## src/hdl/dacs_pkg.sv

```systemverilog
// Shared constants, types and the full-scale table of the decimated ADC code scaler.
package dacs_pkg;

  localparam int FRAC   = 20;
  localparam int CODE_W = 24;
  localparam int FS_W   = 24;
  localparam int VAL_W  = 23;
  localparam int CFG_AW = 3;
  localparam int CFG_DW = 8;

  // Quotient of code * 2^FRAC / full stays below 2^(FRAC+1).
  localparam int QW   = FRAC + 1;
  localparam int NDIV = QW;

  // The floor division by 35 runs on x = 48*q + 11*2^FRAC, which is never negative.
  localparam int XW = FRAC + 7;
  localparam int MW = FRAC + 8;
  localparam int PW = XW + MW;
  localparam int SH = XW + 6;
  localparam int DW = PW - SH;

  localparam logic [MW-1:0] RECIP = MW'(((64'd1 << SH) + 64'd34) / 64'd35);
  localparam logic [XW-1:0] X_OFS = XW'(64'd11 << FRAC);
  localparam logic [DW-1:0] D_OFS = DW'(64'd1 << FRAC);

  localparam longint OUT_MAX = (64'sd1 <<< (VAL_W - 1)) - 64'sd1;
  localparam longint OUT_MIN = -(64'sd1 <<< (VAL_W - 1));

  typedef enum logic [CFG_AW-1:0] {
    REG_SHARED_RATE = 3'd0,
    REG_RATE_CH0    = 3'd1,
    REG_RATE_CH1    = 3'd2,
    REG_RATE_CH2    = 3'd3,
    REG_CH_ENABLE   = 3'd4
  } reg_idx_t;

  localparam logic [3:0] R2_DEC4 = 4'h1;
  localparam logic [3:0] R2_DEC5 = 4'h2;
  localparam logic [3:0] R2_DEC6 = 4'h4;
  localparam logic [3:0] R2_DEC8 = 4'h8;

  localparam logic [7:0] R3_DEC6  = 8'h02;
  localparam logic [7:0] R3_DEC8  = 8'h04;
  localparam logic [7:0] R3_DEC12 = 8'h08;
  localparam logic [7:0] R3_DEC16 = 8'h10;

  localparam logic [FS_W-1:0] FS_FAST_A = 24'h008000;
  localparam logic [FS_W-1:0] FS_FAST_B = 24'h00C350;
  localparam logic [FS_W-1:0] FS_FAST_C = 24'h00F300;
  localparam logic [FS_W-1:0] FS_PREC_A = 24'h800000;
  localparam logic [FS_W-1:0] FS_PREC_B = 24'hC35000;
  localparam logic [FS_W-1:0] FS_PREC_C = 24'hF30000;
  localparam logic [FS_W-1:0] FS_PREC_D = 24'hB964F0;
  localparam logic [FS_W-1:0] FS_PREC_E = 24'hE6A900;

  typedef struct packed {
    logic [CODE_W-1:0] code;
    logic [FS_W-1:0]   full;
    logic              dis;
  } smp_t;

  typedef struct packed {
    logic [QW-1:0]   quo;
    logic [FS_W-1:0] full;
    logic            dis;
  } quo_t;

  function automatic logic [FS_W-1:0] full_scale(input logic fast, input logic [3:0] r2,
                                                  input logic [7:0] r3);
    logic            r3_lo;
    logic            r3_hi;
    logic [FS_W-1:0] fmax;
    logic [FS_W-1:0] pmax;
    r3_lo = (r3 == R3_DEC6) || (r3 == R3_DEC12);
    r3_hi = (r3 == R3_DEC8) || (r3 == R3_DEC16);
    fmax  = FS_FAST_A;
    pmax  = FS_PREC_A;
    case (r2)
      R2_DEC4, R2_DEC8: begin
        fmax = FS_FAST_A;
        pmax = r3_lo ? FS_PREC_C : FS_PREC_A;
      end
      R2_DEC5: begin
        fmax = FS_FAST_B;
        pmax = r3_hi ? FS_PREC_D : FS_PREC_B;
      end
      R2_DEC6: begin
        fmax = FS_FAST_C;
        pmax = r3_hi ? FS_PREC_E : FS_PREC_C;
      end
      default: begin
        fmax = FS_FAST_A;
        pmax = FS_PREC_A;
      end
    endcase
    return fast ? fmax : pmax;
  endfunction

endpackage

```

## src/hdl/dacs_div.sv

```systemverilog
// Pipelined restoring divider: one quotient bit of code * 2^FRAC / full per stage.
module dacs_div (
  input  logic           clk,
  input  logic           rst,
  input  logic           in_vld,
  output logic           in_rdy,
  input  dacs_pkg::smp_t in,
  output logic           out_vld,
  input  logic           out_rdy,
  output dacs_pkg::quo_t out
);
  import dacs_pkg::*;

  logic            vld  [NDIV];
  logic            rdy  [NDIV];
  logic [FS_W-1:0] rem  [NDIV];
  logic [QW-1:0]   quo  [NDIV];
  logic [FS_W-1:0] full [NDIV];
  logic            dis  [NDIV];

  for (genvar i = 0; i < NDIV; i++) begin : g_stage
    logic [FS_W:0]   trial;
    logic            qbit;
    logic            pv;
    logic [QW-1:0]   pq;
    logic [FS_W-1:0] pfull;
    logic            pdis;
    logic            nrdy;
    logic [FS_W-1:0] rem_next;

    // The code's upper bits are always below full, so the first trial is the code itself.
    if (i == 0) begin : g_first
      assign trial = {1'b0, in.code};
      assign pv    = in_vld;
      assign pq    = '0;
      assign pfull = in.full;
      assign pdis  = in.dis;
    end else begin : g_next
      assign trial = {rem[i-1], 1'b0};
      assign pv    = vld[i-1];
      assign pq    = quo[i-1];
      assign pfull = full[i-1];
      assign pdis  = dis[i-1];
    end

    if (i == NDIV - 1) begin : g_last
      assign nrdy = out_rdy;
    end else begin : g_mid
      assign nrdy = rdy[i+1];
    end

    assign qbit     = trial >= {1'b0, pfull};
    assign rem_next = qbit ? FS_W'(trial - {1'b0, pfull}) : FS_W'(trial);
    assign rdy[i]   = !vld[i] || nrdy;

    always_ff @(posedge clk) begin
      if (rst) begin
        vld[i] <= 1'b0;
      end else if (rdy[i]) begin
        vld[i] <= pv;
      end
    end

    always_ff @(posedge clk) begin
      if (rdy[i] && pv) begin
        rem[i]  <= rem_next;
        quo[i]  <= {pq[QW-2:0], qbit};
        full[i] <= pfull;
        dis[i]  <= pdis;
      end
    end
  end

  assign in_rdy   = rdy[0];
  assign out_vld  = vld[NDIV-1];
  assign out.quo  = quo[NDIV-1];
  assign out.full = full[NDIV-1];
  assign out.dis  = dis[NDIV-1];

endmodule

```

## config.mk

```make
export PLATFORM = sky130hd
export DESIGN_NAME = dacs_div
export DESIGN_NICKNAME = d
export VERILOG_FILES = /design/src/hdl/dacs_pkg.sv /design/src/hdl/dacs_div.sv
export SDC_FILE = /design/constraint.sdc
export NUM_CORES = 2
export LEC_CHECK = 0
export ABC_AREA = 1
export ABC_CLOCK_PERIOD_IN_PS = 11000
export BUFFER_PORTS_ARGS = -buffer_cell sky130_fd_sc_hd__buf_4
export CORE_UTILIZATION = 40
export DETAILED_ROUTE_END_ITERATION = 10
export SKIP_CTS_REPAIR_TIMING = 1
export SYNTH_ARGS = -nofsm -noshare
export SYNTH_HDL_FRONTEND = slang
export SYNTH_SLANG_ARGS = --single-unit
export TNS_END_PERCENT = 100
```

## constraint.sdc

```tcl
create_clock -name clk -period 11 [get_ports clk]
set_input_delay 2.2 -clock clk [delete_from_list [all_inputs] [get_ports clk]]
set_output_delay 2.2 -clock clk [all_outputs]
set_load 0.01 [all_outputs]
```

After elaboration in Yosys (flattened, before gate mapping)
Memories as Yosys holds them, arrays and structs flattened.
Cells that the tools add are included.
Cells by class
  add/subtract/negate cells: 21
  order comparisons: 21
  mux-type cells: 149
  bitwise logic cells: 21
  reduce and logical (&&, ||, !) cells: 63
Operator list (number)
  $mux W24: 21
  $sub A24 B24 Y24: 21
  $ge A25 B24 Y1: 20
  $mux W1: 128
  $ge A24 B24 Y1: 1
  $logic_and A1 B1 Y1: 21
  $logic_not A1 Y1: 21
  $logic_or A1 B1 Y1: 21
  $or A1 B1 Y1: 21
Storage, ports and cells
  flip-flop bits (word level): 0
  RAM bits: 1491
  logic and storage cells: 280
  memories kept: 5
Memories
  full: depth 21, width 24, read ports 21, clocked after Yosys merged registers in 0, wr ports 21, line dacs_div.sv:18  | logic [FS_W-1:0] full [NDIV];
  rem: depth 21, width 24, read ports 20, clocked after Yosys merged registers in 0, wr ports 21, line dacs_div.sv:16  | logic [FS_W-1:0] rem [NDIV];
  quo: depth 21, width 21, read ports 21, clocked after Yosys merged registers in 0, wr ports 21, line dacs_div.sv:17  | logic [QW-1:0] quo [NDIV];
  dis: depth 21, width 1, read ports 21, clocked after Yosys merged registers in 0, wr ports 21, line dacs_div.sv:19  | logic dis [NDIV];
  vld: depth 21, width 1, read ports 21, clocked after Yosys merged registers in 0, wr ports 21, line dacs_div.sv:14  | logic vld [NDIV];

Depth between registers and ports, before layout
An unclocked memory read counts as a cell.
  depth after elaboration: 27
  mapped depth: 18
  mapped depth without buffers: 18

Worst setup path before layout
OpenSTA, ideal clock, no wires.
  path kind: in2reg
  from: input out_rdy
  to: memory dis[16][0], in the netlist dis[4][0], enable pin
  library setup time: 491 ps
  arrival: 5369 ps
  setup slack: 5141 ps
  stages: 8
  path through: inv_1 > nand3_2 > nor2_4 > inv_1 > nor2_1 > nand2_1 > inv_1 > nor2_1
RTL lines
  start, declared: line dacs_div.sv:9  | input logic out_rdy,
  end, declared: line dacs_div.sv:19

Worst setup path in the final report
  from: input out_rdy
  to: output in_rdy
On the way
  cells in the longest elaborated chain, start to end: 21
Ends and longest elaborated chain
  $logic_or A1 B1 Y1 (21 in series): line dacs_div.sv:54  | assign rdy[i] = !vld[i] || nrdy;
  end, declared: line dacs_div.sv:6  | output logic in_rdy,
No other way between the ends.

==> impl_metrics.ini <==
[global_route]
antenna_found_initial = 1
grt_pass1_wl_um = 263000
grt_pass1_vias = 47115
grt_max_degree = 70
gr-total-overflow = 0
grt_usage_pct = 19.2

[sta]
finalMaxSlewViolations = 0
max_freq_ghz = 0.157
rsz0062_at_grt = false
final_hold_viol_count = 0
worst_slack_ps = 4620
fin_crit_sh_pct = 58.0
setup_tns_ps = 0
setup_viol = 0
layout_min_cycle_time_ps = 6380
max_slew_margin_pct = 22.6
finClkSkew_ps = 44.3
worstMarginPinSlew_ps = 1160

[critical_path]
r2r-end = rem[1][14]
path_cells = buf_4, inv_1, nand3_2, nor2_4, nand4_4, nor2_4, nand4_4, nor2_4, nand4_4, nor2_4, nand4_1, nor2_1, nand3_2, buf_4
critPathMostFrequentCell = nor2_4
slowest_stage = nor2_4
rrSetupSlack_ps = 7450
slowest_delay_ps = 280
crit_type = in2out
r2r_cells = 9
crit_required_ps = 8800
start_kind = input port
arrival_ps = 4180
endpoint_kind = output pin
reg2reg_from = rem[0][86]
cp_max_fo = 4

[clock_network]
cts_buffer_depth = 3
clock_tree.root_cell = clkbuf_16
cts_tree = built
clk_pin_slew_ps = 60
worstSkewPairLatency_ps = 790
cts_buffers = 142
cts_max_level = 4
clock_sinks = 1257

[routing]
wl_per_cell_um = 18.0
route.detailed.drc = 0
drt_first_pass_iters = 6
first_iter_violations = 3498
viasPerCell = 5.12
wirelength_um = 169000
vias = 47971
antenna_left = 0

[min_path]
holdPathStages = 0
min_to = quo[2][4]
hp-class = reg2reg
min_from = quo[1][66]

[final_layout]
fin_area_mm2 = 0.0776
nNetsFinal = 7520
area_growth_pct = 11.8
layout-drive-gt1-share_pct = 7.04
fin_cells = 9372
filler_cell_count = 15981

[floorplanning]
initial_core_util_pct = 40.3
die_h_um = 418
io_pins = 101
dieArea_mm2 = 0.175
design.core.area_mm2 = 0.172
die_w_um = 418
std_cell_rows = 152

[power_and_ir_drop]
ir_drop_v = 0.000131
p_leak_nw = 30.9
finalPower_w = 0.0111
p_per_area_mw_per_mm2 = 143

[place]
dp_cells = 9110
place_area_mm2 = 0.0726
pre_cts_slack_ps = 4590
gp_congestion = 0.882
io_buffers = 100
dpl.hpwl_um = 133000

[logic_synthesis]
syn-num-nets = 7343
synth_seq_cells = 1257
synthDistinctLibCells = 63
ys_warn_count = 0
synth.area.top_cells = edfxtp_1, ha_1, nand2_1, inv_1, a21oi_1
synthArstFlopShare_pct = 0
seq_area_frac_synth_pct = 54.4
synth.avg_cell_area_um2 = 10.3
yosysTopAreaCell = edfxtp_1
yosysTopAreaCellShare_pct = 54.4
synth-main-ff-cell = edfxtp_1
synth_edf_count = 1257
syn_inst = 6767
syn_area_mm2 = 0.0694

[job]
cap_violations = 0

[run_status]
outcome = finished clean
## stage by stage
stage                     hold WS, ps  util [%]
final                             403      45.1
after global routing              413      45.1
after CTS                         400      45.1
after detailed placement          405      42.2
after global placement            401      42.2
after floorplan                   400         -
## where the power goes
group | internal [W] | switching [W]
Clock | 0.00291 | 0.00204
Combinational | 0.000283 | 0.000485
Sequential | 0.00533 | 0.0000583
## cell type report
type                            instances  area [µm²]  share of cell area (%)
Antenna cell                            1        2.50                 0.00323
Sequential cell                      1257       37700                    48.7
Multi-Input combinational cell       4495       27600                    35.5
Clock buffer                          158        3610                    4.66
Timing Repair Buffer                  120         901                    1.16
Inverter                              928        3490                    4.50
Tap cell                             2310        2890                    3.73
Clock inverter                        103        1350                    1.74
## sequential cells by signal (all words and copies together), names as in the netlist
register,flops
full,504
vld,21
rem,480
dis,21
quo,231
## critical path, delay by kind of cell
family                 cells  cell delay, ps
buffers and inverters      3             340
and+or+nand+nor           11            1630
## synth_stat cells (6+ instances only)
cell	count
a21o_1	46
o211ai_1	22
inv_1	910
o21bai_1	23
a21oi_1	593
o21ai_0	347
buf_2	34
nand2_1	1198
a21oi_2	29
buf_6	28
nor2_1	400
o21bai_2	14
nor2_4	7
nand2_2	7
nor4b_1	6
o21ai_2	11
o311ai_0	7
nor3_1	76
a31oi_1	65
a21boi_1	22
fa_1	20
inv_2	14
nand3_2	18
a31o_2	7
nand3b_1	11
or2_0	7
o21a_1	19
nand3_1	180
o31ai_1	9
xor2_1	163
a221oi_1	11
buf_4	16
o221ai_1	14
ha_1	503
nor4_1	61
nand4_1	80
o21ai_1	243
xnor2_1	238
edfxtp_1	1257
## cells in the final DEF (no fill, tap or decap), types with 9 or more instances in the layout
master,Yosys,final
clkbuf_16,0,142
o21bai_1,23,23
nor2_1,400,390
inv_1,910,899
o221ai_1,14,14
ha_1,503,503
o21ai_0,347,347
o21ai_1,243,243
nand4_1,80,80
a21boi_1,22,22
nand2_1,1198,1198
o31ai_1,9,9
inv_2,14,25
nor4_1,61,61
o21bai_2,14,14
a221oi_1,11,11
fa_1,20,20
a21oi_2,29,29
xnor2_1,238,238
o21ai_2,11,11
clkinv_1,0,24
nand3_1,180,180
o21a_1,19,19
buf_4,16,120
o211ai_1,22,22
bufinv_16,0,21
a21oi_1,593,593
clkinvlp_4,0,9
a31oi_1,65,65
clkbuf_1,5,16
a21o_1,46,46
edfxtp_1,1257,1257
xor2_1,163,163
clkinv_2,2,26
nand3b_1,11,11
nor2_4,7,17
nor3_1,76,76
nand3_2,18,18
## per-layer routing
metal / routed length (µm) / track usage (%) / up-vias
met2: 87400 / 35.5 / 903
met4: 4200 / 5.49 / 0
met3: 6120 / 2.46 / 249
met1: 71100 / 23.2 / 22769
li1: - / - / 24050
met5: 0 / 0 / -
## worst max path at each step
| stage | cells after the start | slack, ps | from | to |
|---|---|---|---|---|
| 6_report | 14 | 4620 | out_rdy | in_rdy |
| 5_1_grt | 14 | 4440 | out_rdy | in_rdy |
| 4_1_cts | 14 | 4570 | out_rdy | in_rdy |
| 3_5_place_dp | 14 | 4590 | out_rdy | in_rdy |
| 3_3_place_gp | 14 | 4560 | out_rdy | in_rdy |
| 2_1_floorplan | 8 | 5140 | out_rdy | dis[4][0] |
## cell families (layout without fill, tap and decap cells)
| kind of cell | count (synthesis) | count (layout) | share of synthesized area [%] |
|---|---|---|---|
| fa+ha+maj | 523 | 523 | 9.65 |
| other cells | 0 | 1 | 0 |
| xor+xnor | 401 | 401 | 5.06 |
| buf+inv | 1015 | 1309 | 5.96 |
| flops | 1257 | 1257 | 54.4 |
| simple gates | 2077 | 2077 | 12.8 |
| compound gates | 1494 | 1494 | 12.1 |
Power figures use the tool's default switching activity.
