### src/hdl/dacs_pkg.sv
// Shared constants, types and the full-scale table of the decimated ADC code scaler.
package dacs_pkg;

  localparam int FRAC   = 20;
  localparam int CODE_W = 24;
  localparam int FS_W   = 24;
  localparam int VAL_W  = 23;
  localparam int CFG_AW = 3;
  localparam int CFG_DW = 8;

  // Quotient of code * 2^FRAC / full stays below 2^(FRAC+1).
  localparam int QW   = FRAC + 1;
  localparam int NDIV = QW;

  // The floor division by 35 runs on x = 48*q + 11*2^FRAC, which is never negative.
  localparam int XW = FRAC + 7;
  localparam int MW = FRAC + 8;
  localparam int PW = XW + MW;
  localparam int SH = XW + 6;
  localparam int DW = PW - SH;

  localparam logic [MW-1:0] RECIP = MW'(((64'd1 << SH) + 64'd34) / 64'd35);
  localparam logic [XW-1:0] X_OFS = XW'(64'd11 << FRAC);
  localparam logic [DW-1:0] D_OFS = DW'(64'd1 << FRAC);

  localparam longint OUT_MAX = (64'sd1 <<< (VAL_W - 1)) - 64'sd1;
  localparam longint OUT_MIN = -(64'sd1 <<< (VAL_W - 1));

  typedef enum logic [CFG_AW-1:0] {
    REG_SHARED_RATE = 3'd0,
    REG_RATE_CH0    = 3'd1,
    REG_RATE_CH1    = 3'd2,
    REG_RATE_CH2    = 3'd3,
    REG_CH_ENABLE   = 3'd4
  } reg_idx_t;

  localparam logic [3:0] R2_DEC4 = 4'h1;
  localparam logic [3:0] R2_DEC5 = 4'h2;
  localparam logic [3:0] R2_DEC6 = 4'h4;
  localparam logic [3:0] R2_DEC8 = 4'h8;

  localparam logic [7:0] R3_DEC6  = 8'h02;
  localparam logic [7:0] R3_DEC8  = 8'h04;
  localparam logic [7:0] R3_DEC12 = 8'h08;
  localparam logic [7:0] R3_DEC16 = 8'h10;

  localparam logic [FS_W-1:0] FS_FAST_A = 24'h008000;
  localparam logic [FS_W-1:0] FS_FAST_B = 24'h00C350;
  localparam logic [FS_W-1:0] FS_FAST_C = 24'h00F300;
  localparam logic [FS_W-1:0] FS_PREC_A = 24'h800000;
  localparam logic [FS_W-1:0] FS_PREC_B = 24'hC35000;
  localparam logic [FS_W-1:0] FS_PREC_C = 24'hF30000;
  localparam logic [FS_W-1:0] FS_PREC_D = 24'hB964F0;
  localparam logic [FS_W-1:0] FS_PREC_E = 24'hE6A900;

  typedef struct packed {
    logic [CODE_W-1:0] code;
    logic [FS_W-1:0]   full;
    logic              dis;
  } smp_t;

  typedef struct packed {
    logic [QW-1:0]   quo;
    logic [FS_W-1:0] full;
    logic            dis;
  } quo_t;

  function automatic logic [FS_W-1:0] full_scale(input logic fast, input logic [3:0] r2,
                                                  input logic [7:0] r3);
    logic            r3_lo;
    logic            r3_hi;
    logic [FS_W-1:0] fmax;
    logic [FS_W-1:0] pmax;
    r3_lo = (r3 == R3_DEC6) || (r3 == R3_DEC12);
    r3_hi = (r3 == R3_DEC8) || (r3 == R3_DEC16);
    fmax  = FS_FAST_A;
    pmax  = FS_PREC_A;
    case (r2)
      R2_DEC4, R2_DEC8: begin
        fmax = FS_FAST_A;
        pmax = r3_lo ? FS_PREC_C : FS_PREC_A;
      end
      R2_DEC5: begin
        fmax = FS_FAST_B;
        pmax = r3_hi ? FS_PREC_D : FS_PREC_B;
      end
      R2_DEC6: begin
        fmax = FS_FAST_C;
        pmax = r3_hi ? FS_PREC_E : FS_PREC_C;
      end
      default: begin
        fmax = FS_FAST_A;
        pmax = FS_PREC_A;
      end
    endcase
    return fast ? fmax : pmax;
  endfunction

endpackage

### src/hdl/dacs_post.sv
// Three stages: offset and scale by 48, multiply by the reciprocal of 35, shift and saturate.
module dacs_post (
  input  logic                              clk,
  input  logic                              rst,
  input  logic                              in_vld,
  output logic                              in_rdy,
  input  dacs_pkg::quo_t                    in,
  output logic                              out_vld,
  input  logic                              out_rdy,
  output logic signed [dacs_pkg::VAL_W-1:0] scaled,
  output logic [dacs_pkg::FS_W-1:0]         full_out,
  output logic                              dis_out
);
  import dacs_pkg::*;

  logic            vld_a, vld_b, vld_c;
  logic            rdy_a, rdy_b, rdy_c;
  logic [XW-1:0]   x_a;
  logic [PW-1:0]   prod_b;
  logic [FS_W-1:0] full_a, full_b;
  logic            dis_a, dis_b;

  logic [XW-1:0]        x_next;
  logic [PW-1:0]        prod_next;
  logic [DW-1:0]        d;
  logic signed [DW:0]   v;
  logic [VAL_W-1:0]     sat;

  assign rdy_c  = !vld_c || out_rdy;
  assign rdy_b  = !vld_b || rdy_c;
  assign rdy_a  = !vld_a || rdy_b;
  assign in_rdy = rdy_a;

  // 48*(q - 2^(FRAC-1)) + 35*2^FRAC keeps the dividend positive for the floor division.
  assign x_next    = (XW'(in.quo) << 5) + (XW'(in.quo) << 4) + X_OFS;
  assign prod_next = PW'(x_a) * PW'(RECIP);
  assign d         = prod_b[PW-1:SH];
  assign v         = $signed({1'b0, d}) - $signed({1'b0, D_OFS});

  always_comb begin
    if (longint'(v) > OUT_MAX) begin
      sat = VAL_W'(OUT_MAX);
    end else if (longint'(v) < OUT_MIN) begin
      sat = VAL_W'(OUT_MIN);
    end else begin
      sat = VAL_W'(v);
    end
  end

  always_ff @(posedge clk) begin
    if (rst) begin
      vld_a <= 1'b0;
      vld_b <= 1'b0;
      vld_c <= 1'b0;
    end else begin
      if (rdy_a) begin
        vld_a <= in_vld;
      end
      if (rdy_b) begin
        vld_b <= vld_a;
      end
      if (rdy_c) begin
        vld_c <= vld_b;
      end
    end
  end

  always_ff @(posedge clk) begin
    if (rdy_a && in_vld) begin
      x_a    <= x_next;
      full_a <= in.full;
      dis_a  <= in.dis;
    end
    if (rdy_b && vld_a) begin
      prod_b <= prod_next;
      full_b <= full_a;
      dis_b  <= dis_a;
    end
    if (rdy_c && vld_b) begin
      scaled   <= dis_b ? '0 : $signed(sat);
      full_out <= full_b;
      dis_out  <= dis_b;
    end
  end

  assign out_vld = vld_c;

endmodule

### config.mk
export PLATFORM = sky130hd
export DESIGN_NAME = dacs_post
export DESIGN_NICKNAME = d
export VERILOG_FILES = /design/src/hdl/dacs_pkg.sv /design/src/hdl/dacs_post.sv
export SDC_FILE = /design/constraint.sdc
export NUM_CORES = 1
export LEC_CHECK = 0
export ABC_AREA = 0
export BUFFER_PORTS_ARGS = -buffer_cell sky130_fd_sc_hd__buf_2
export CORE_MARGIN = 1
export CORE_UTILIZATION = 55
export DETAILED_ROUTE_END_ITERATION = 10
export GPL_TIMING_DRIVEN = 0
export PLACE_DENSITY = 0.73
export SETUP_SLACK_MARGIN = 0.2
export SLEW_MARGIN = 20
export SYNTH_ARGS = -nofsm -noshare
export SYNTH_HDL_FRONTEND = slang
export SYNTH_SLANG_ARGS = --single-unit
### constraint.sdc
create_clock -name clk -period 8.7 [get_ports clk]
set_input_delay 0.435 -clock clk [delete_from_list [all_inputs] [get_ports clk]]
set_output_delay 0.435 -clock clk [all_outputs]
set_load 0.01 [all_outputs]
Word level (Yosys, flattened, before mapping) --
Cells that the tools add are included.
Word-level totals: register bits after elaboration 183, word-level logic and storage cells 31
Operators by class: muxes and demuxes 2, $add $sub $neg 3, reductions and logical operators 10, multiply operators 1, $lt $le $gt $ge 2
Operators with widths (count):
- multiplier 27 x 28 -> 55 bit (second input constant) | 1
- adder 26 x 25 -> 27 bit | 1
- adder 27 x 24 -> 27 bit (second input constant) | 1
- greater-than comparator 23 bit (second input constant) | 1
- less-than comparator 23 bit (second input constant) | 1
- two-way mux 23 bit | 1
- subtractor 22 x 21 -> 23 bit (second input constant) | 1
- two-way mux 22 bit | 1
- logical AND 1 bit | 3
- zero test 1 bit | 3
- logical OR 1 bit | 3
- OR reduction 2 bit | 1

Depth between registers and ports, before layout --
Gate-level depths: netlist of the first run.
depth after elaboration 5, depth in mapped cells 24

Least setup slack after synthesis of the first run --
No wires, ideal clock.
kind register to register, from register x_a[21], to register prod_b[45] (data pin), setup slack 2.665 ns, setup time 0.260 ns, arrival time 5.775 ns, required time 8.440 ns, period minus slack after synthesis 6.035 ns, stages on the path, launching flop included 22, path through edfxtp_1 inv_1 fa_1 fa_1 fa_1 inv_1 fa_1 fa_1 inv_1 fa_1 fa_1 inv_1 ha_1 a21o_1 a21o_1 a21oi_1 o21ai_0 nand2_1 o211a_1 o21ba_1 o21bai_2 xor2_1
Between the ends: cells in the longest elaborated chain, start to end 1
RTL lines:
- start: declaration | RTL line dacs_post.sv:18 | logic [XW-1:0] x_a;
- start signal: assignment | RTL line dacs_post.sv:70 | x_a <= x_next;
- multiplier 27 x 28 -> 55 bit | RTL line dacs_post.sv:36 | assign prod_next = PW'(x_a) * PW'(RECIP);
- net prod_next[45] | RTL line dacs_post.sv:24 | logic [PW-1:0] prod_next;
- end signal: assignment | RTL line dacs_post.sv:75 | prod_b <= prod_next;
- end: declaration | RTL line dacs_post.sv:19 | logic [PW-1:0] prod_b;
The timed path passes the listed nets, and every way through them passes these cells. A chain may end at the register's enable or synchronous reset.

Worst setup path in the final report of the first run --
from register x_a[9], to register prod_b[54] (data pin)
The elaborated chain is that of the path after synthesis.

==> results of run 1 <==
worst max-delay path, stage by stage, from the launching register on:
cell and delay (ns):
edfxtp_1 0.55, fa_1 0.64, inv_1 0.07, fa_1 0.51, inv_1 0.05, ha_1 0.31, fa_1 0.54, fa_1 0.54
inv_1 0.07, fa_1 0.52, fa_1 0.58, inv_1 0.05, ha_1 0.39, nand4_1 0.15, nor2_1 0.40, o2111ai_1 0.18
nor2_1 0.37, o2111ai_1 0.29, o21ai_1 0.32, a21oi_1 0.16, a21oi_1 0.21, xnor2_1 0.11
synthesized netlist by cell type, drive strengths merged, types with 3 or more instances:
cell,n
a21o,26
nor2,41
nor3,8
a31oi,7
o21a,8
nand2b,3
nand4,13
nor2b,26
ha,285
edfxtp,143
xnor2,28
fa,182
dfxtp,3
o2111ai,3
xor2,14
a21oi,61
a211oi,6
o21ai,36
o21bai,9
nand3,13
inv,333
nand2,31
and3,4
clkbuf,6
worst min-delay path by stage:
stage | start | to | slack (ns) | cells past startpoint
2_1_floorplan | dis_a | dis_b | 0.40 | 0
3_3_place_gp | full_a[21] | full_b[21] | 0.40 | 0
3_5_place_dp | full_a[11] | full_b[11] | 0.40 | 0
4_1_cts | in[24] | full_a[23] | 0.15 | 1
5_1_grt | in[10] | full_a[9] | 0.16 | 1
6_report | in[24] | full_a[23] | 0.17 | 1
flip-flops by register name, indices dropped and copies added, names as in the netlist, 22 cells and up:
| register | cells |
|---|---|
| scaled | 23 |
| prod_b | 22 |
| x_a | 23 |
| full_out | 24 |
| full_b | 24 |
| full_a | 24 |
stage by stage:
stage	hold WS, ns	cell area, um^2	utilization (%)	std cells	worst slack, ns
2_1_floorplan	0.400	15000	-	1315	2.66
4_1_cts	0.155	16700	62.2	1792	1.37
3_3_place_gp	0.400	16000	59.4	1755	1.44
6_report	0.174	16700	62.2	1792	1.42
5_1_grt	0.160	16700	62.2	1792	1.08
3_5_place_dp	0.405	16100	60.0	1760	1.46
per-layer routing:
layer | share of wire [%] | track usage (%)
met1 | 43 | 29.5
met2 | 50 | 40.1
met3 | 4.8 | 4.70
met4 | 2.0 | 6.42
met5 | 0 | 0
cells in the final DEF, fill, tap and decap left out, types with 2 or more instances in the layout:
cell type,instances
a211oi_1,5
a21o_1,26
a21oi_1,59
a31oi_1,6
and2_1,2
and3_1,3
buf_16,5
buf_2,99
clkbuf_1,6
clkbuf_16,17
clkinv_8,4
dfxtp_1,3
edfxtp_1,143
fa_1,182
ha_1,285
inv_1,333
inv_6,4
inv_8,4
mux2i_1,2
nand2_1,31
nand2b_1,3
nand3_1,13
nand4_1,13
nor2_1,41
nor2b_1,25
nor3_1,8
o2111ai_1,3
o211ai_1,2
o21a_1,8
o21ai_0,21
o21ai_1,15
o21bai_1,8
or3_1,2
xnor2_1,28
xor2_1,14
cell families (layout without fill, tap and decap cells):
| group | after synthesis | count (layout) |
|---|---|---|
| buffers and inverters | 339 | 475 |
| DFF | 146 | 146 |
| AOI/OAI and AO/OA | 170 | 170 |
| and+or+nand+nor | 148 | 148 |
| adders and majority gates | 467 | 467 |
| muxes | 3 | 3 |
| xor gates and xnor gates | 42 | 42 |
area by class of cell:
class                           count  area (um^2)
Clock inverter                     15          166
Fill cell                        2159        10100
Timing Repair Buffer              104          633
Buffer                              6         22.5
Inverter                          333         1250
Tap cell                          341          427
Multi-Input combinational cell    830         9450
Sequential cell                   146         4350
Clock buffer                       17          425
==> impl_metrics.ini, run 1 <==
[status]
run_status = finished, final reports clean

[yosys]
ys_types = 52
avgSynthCellArea_um2 = 11.4
synth-seq-cells = 146
syn_area_um2 = 15000
synth_top_area_share_pct = 28.6
synth_xor_area_share_pct = 2.45
synth_top_family_by_area = adder cells
synthSimpleGateAreaFrac_pct = 4.85
synthCells = 1315
synth.area.top_cells = edfxtp_1, fa_1, ha_1
synth_nets = 1832
synthAdderAreaFrac_pct = 47.9
synth_compound_area_share_pct = 7.15
yosysTopAreaCell = edfxtp_1
yosysWarnings = 0
synth_edf_count = 143
ys_async_sr_fraction_pct = 0
ys.flop_type = edfxtp_1
synth.area.mux_share_pct = 0.208
yosysSeqAreaShare_pct = 28.9

[route]
drt-vias-per-instance = 5.27
wire_per_inst_um = 16.9
num_vias = 9441
dr.pass1.iters = 5
ant_nets = 0
drt-total-wl_mm = 30.4
route.detailed.drc = 0
drt_iter0_markers = 467

[layout]
drive_above_1_share_pct = 10.2
area_growth_pct = 11.2
diodes = 0
nNetsFinal = 1955

[sta]
fin_worst_skew_ns = 0.0209
setup_violations = 0
worst_pin_slew_ns = 0.757
period_minus_slack_ns = 7.28
rsz0062_at_grt = no
tns_ns = 0
finalMaxSlewViolations = 0
finalCritPeriodShare_pct = 83.6
relSlewSlack_pct = 49.4
hold_viol_final = 0
max_freq_ghz = 0.137

[grt]
first_global_vias = 9956
antenna_found_initial = 0
grt_pass1_wl_mm = 49.8
overflow = 0
grt_max_degree = 27
grt_use_total_pct = 23.2

[flow_run]
cap_violations = 0

[worst_setup_path]
critPathKind = reg2reg
ff2ff_path_depth = 21
start_kind = flip-flop
crit_required_ns = 8.87
cp_max_fo = 7
crit_path_start = x_a[9]
crit_path_end_kind = flip-flop
r2r_start = x_a[9]
rrSetupSlack_ns = 1.42
critPathArrivalTime_ns = 7.45
crit_end = prod_b[54]
r2r_end = prod_b[54]

[floorplanning]
die_y_um = 167
die_area_um2 = 28000
ioPinCount = 100
die_x_um = 167
num_rows = 60
initial_core_util_pct = 56.0
coreArea_um2 = 26900

[clock_tree]
post_cts.repair.setup_buffers = 0
numCtsBuffers = 17
clk_pin_slew_ns = 0.07
cts_sinks = 146
cts_hold_buffers = 0
h-tree-depth = 4
cts-root-buf = clkbuf_16
clk_path_buf_depth = 2
post_cts_resized = 0
cts_tree = yes
clkLatencyLatePin_ns = 0.44

[min_path]
hp-class = in2reg

[placement]
dpl.hpwl_mm = 25.9
gp_congestion = 0.932
io_buffer_count = 99
Power of run 1 is not shown: default switching activity piles up to over one toggle a cycle in this logic, so the estimate is an artifact.
==> inputs of run 2 (changes only) <==
- PLACE_DENSITY: 0.73 -> 0.76
- clock period: 8.7 -> 6.1 ns (I/O delays scaled with it)
==> run 2 against run 1 <==
Net effect: the run now ends with negative setup slack left; cell count grew 4.8%; register-to-register slack lost 1.5 ns; via count grew 9.3%; largest cell class unchanged.
==> impl_metrics.ini, run 2 (synthesized netlist as in run 1, its figures left out) <==
[floorplanning]
num_rows = 60
coreArea_um2 = 26900
ioPinCount = 100
die_x_um = 167
die_area_um2 = 28000
initial_core_util_pct = 56.0
die_y_um = 167

[placement]
io_buffer_count = 99
gp_congestion = 0.920
preCtsSetupSlack_ns = -0.857
dpl.hpwl_mm = 26.1
placed_cells = 1760

[min_path]
hp-class = in2reg
hold_path_depth = 1
hold-path-endpoint = full_a[6]
worstHoldStart = in[7]

[sta]
max_freq_ghz = 0.161
finalMaxSlewViolations = 0
setup_violations = 7
tns_ns = -0.366
period_minus_slack_ns = 6.20
finalCritPeriodShare_pct = 102
relSlewSlack_pct = 47.2
worst_pin_slew_ns = 0.791
finalWorstSetupSlack_ns = -0.105
rsz0062_at_grt = yes
hold_viol_final = 0
fin_worst_skew_ns = 0.0210

[clock_tree]
cts_sinks = 146
cts_tree = yes
clk_pin_slew_ns = 0.08
clkLatencyLatePin_ns = 0.43
numCtsBuffers = 17
clk_path_buf_depth = 2
h-tree-depth = 4
cts-root-buf = clkbuf_16

[worst_setup_path]
cp_top_family = adder cells
critPathKind = reg2reg
cp_max_fo = 3
ff2ff_path_depth = 21
rrSetupSlack_ns = -0.10
r2r_start = x_a[11]
crit_path_max_incr_delay_ns = 0.60
r2r_end = prod_b[45]
cpMostUsedCell = fa_1
cp_num_buf_inv = 4
critPathArrivalTime_ns = 6.38
start_kind = flip-flop
crit_path_end_kind = flip-flop
cp_cell_sequence = fa_1, inv_2, fa_2, inv_2, fa_1, inv_2, fa_1, fa_1, fa_1, fa_1, inv_2, ha_4, nand4_1, nor2_4, o2111ai_4, nor2_4, o2111ai_4, o211a_1, o21ba_4, o21bai_4, xor2_1
crit_required_ns = 6.27
critical_path_depth = 21
crit_slowest_cell = fa_1

[layout]
layout_commonest_cell = inv_1
fin_cells = 1878
mostFrequentLayoutCells = inv_1, ha_1, fa_1, edfxtp_1, buf_2
reg_top3 = full_a x24, full_b x24, full_out x24
area_growth_pct = 22.3
nNetsFinal = 2041
diodes = 0
drive_above_1_share_pct = 25.9

[route]
wire_per_inst_um = 18.5
num_vias = 10300
route.detailed.drc = 0
dr.pass1.iters = 6
top_layer_used = met4
ant_nets = 0
drt_iter0_markers = 680
wl_met2_mm = 18.2
wl_met1_mm = 13.8
drt-total-wl_mm = 34.7
wl_met3_mm = 1.69
drt-vias-per-instance = 5.49

[grt]
first_global_vias = 10800
overflow = 0
antenna_found_initial = 0
grt_max_degree = 29
grt_use_total_pct = 25.0
grt_pass1_wl_mm = 53.7

[status]
run_status = finished with violations
violations = negative setup slack

[flow_run]
cap_violations = 0
-- run 2: layout make-up --
type / count / area [um^2]
Buffer: 6 / 36.3
Clock buffer: 18 / 439
Clock inverter: 14 / 209
Fill cell: 1810 / 8490
Inverter: 333 / 1260
Multi-Input combinational cell: 830 / 10300
Sequential cell: 146 / 4350
Tap cell: 341 / 427
Timing Repair Buffer: 190 / 1320
-- run 2: worst max-delay path by stage --
stage | slack, ns | startpoint | endpoint
CTS | -0.02 | x_a[11] | prod_b[45]
global placement | -0.85 | x_a[9] | prod_b[45]
detailed placement | -0.86 | x_a[10] | prod_b[45]
finish | -0.10 | x_a[11] | prod_b[45]
floorplan | 0.19 | x_a[10] | prod_b[45]
global route | -0.27 | x_a[15] | prod_b[45]
-- run 2: repair_timing --
| item | CTS | global route |
|---|---|---|
| hold buffers | 0 | 0 |
| gates resized for setup | 146 | 59 |
| endpoints found under the setup margin | 22 | 21 |
| setup buffers | 70 | 16 |
| pin swaps | 96 | 69 |
-- run 2: worst reg2reg max path, cell delays in order (launching register included) --
cell and delay, ns:
edfxtp_1 0.42, fa_1 0.53, inv_2 0.08, fa_2 0.19, inv_2 0.06, fa_1 0.58
inv_2 0.06, fa_1 0.56, fa_1 0.44, fa_1 0.55, fa_1 0.60, inv_2 0.06
ha_4 0.27, nand4_1 0.14, nor2_4 0.20, o2111ai_4 0.14, nor2_4 0.21, o2111ai_4 0.17
o211a_1 0.28, o21ba_4 0.22, o21bai_4 0.11, xor2_1 0.08
-- run 2: metal layers --
metal | track usage, % | up-vias
met5 | 0 | -
met4 | 8.62 | 0
met3 | 4.25 | 74
met2 | 44.9 | 364
met1 | 30.2 | 5130
li1 | - | 4748
-- run 2: per-stage QoR --
stage,hold slack [ns],util (%),area [um^2]
floorplan,0.374,-,15100
global placement,0.401,59.5,16000
detailed placement,0.405,60.2,16200
CTS,0.0259,67.1,18000
global route,0.0236,68.4,18400
finish,0.0431,68.4,18400
Power of run 2 is left out for the same reason.
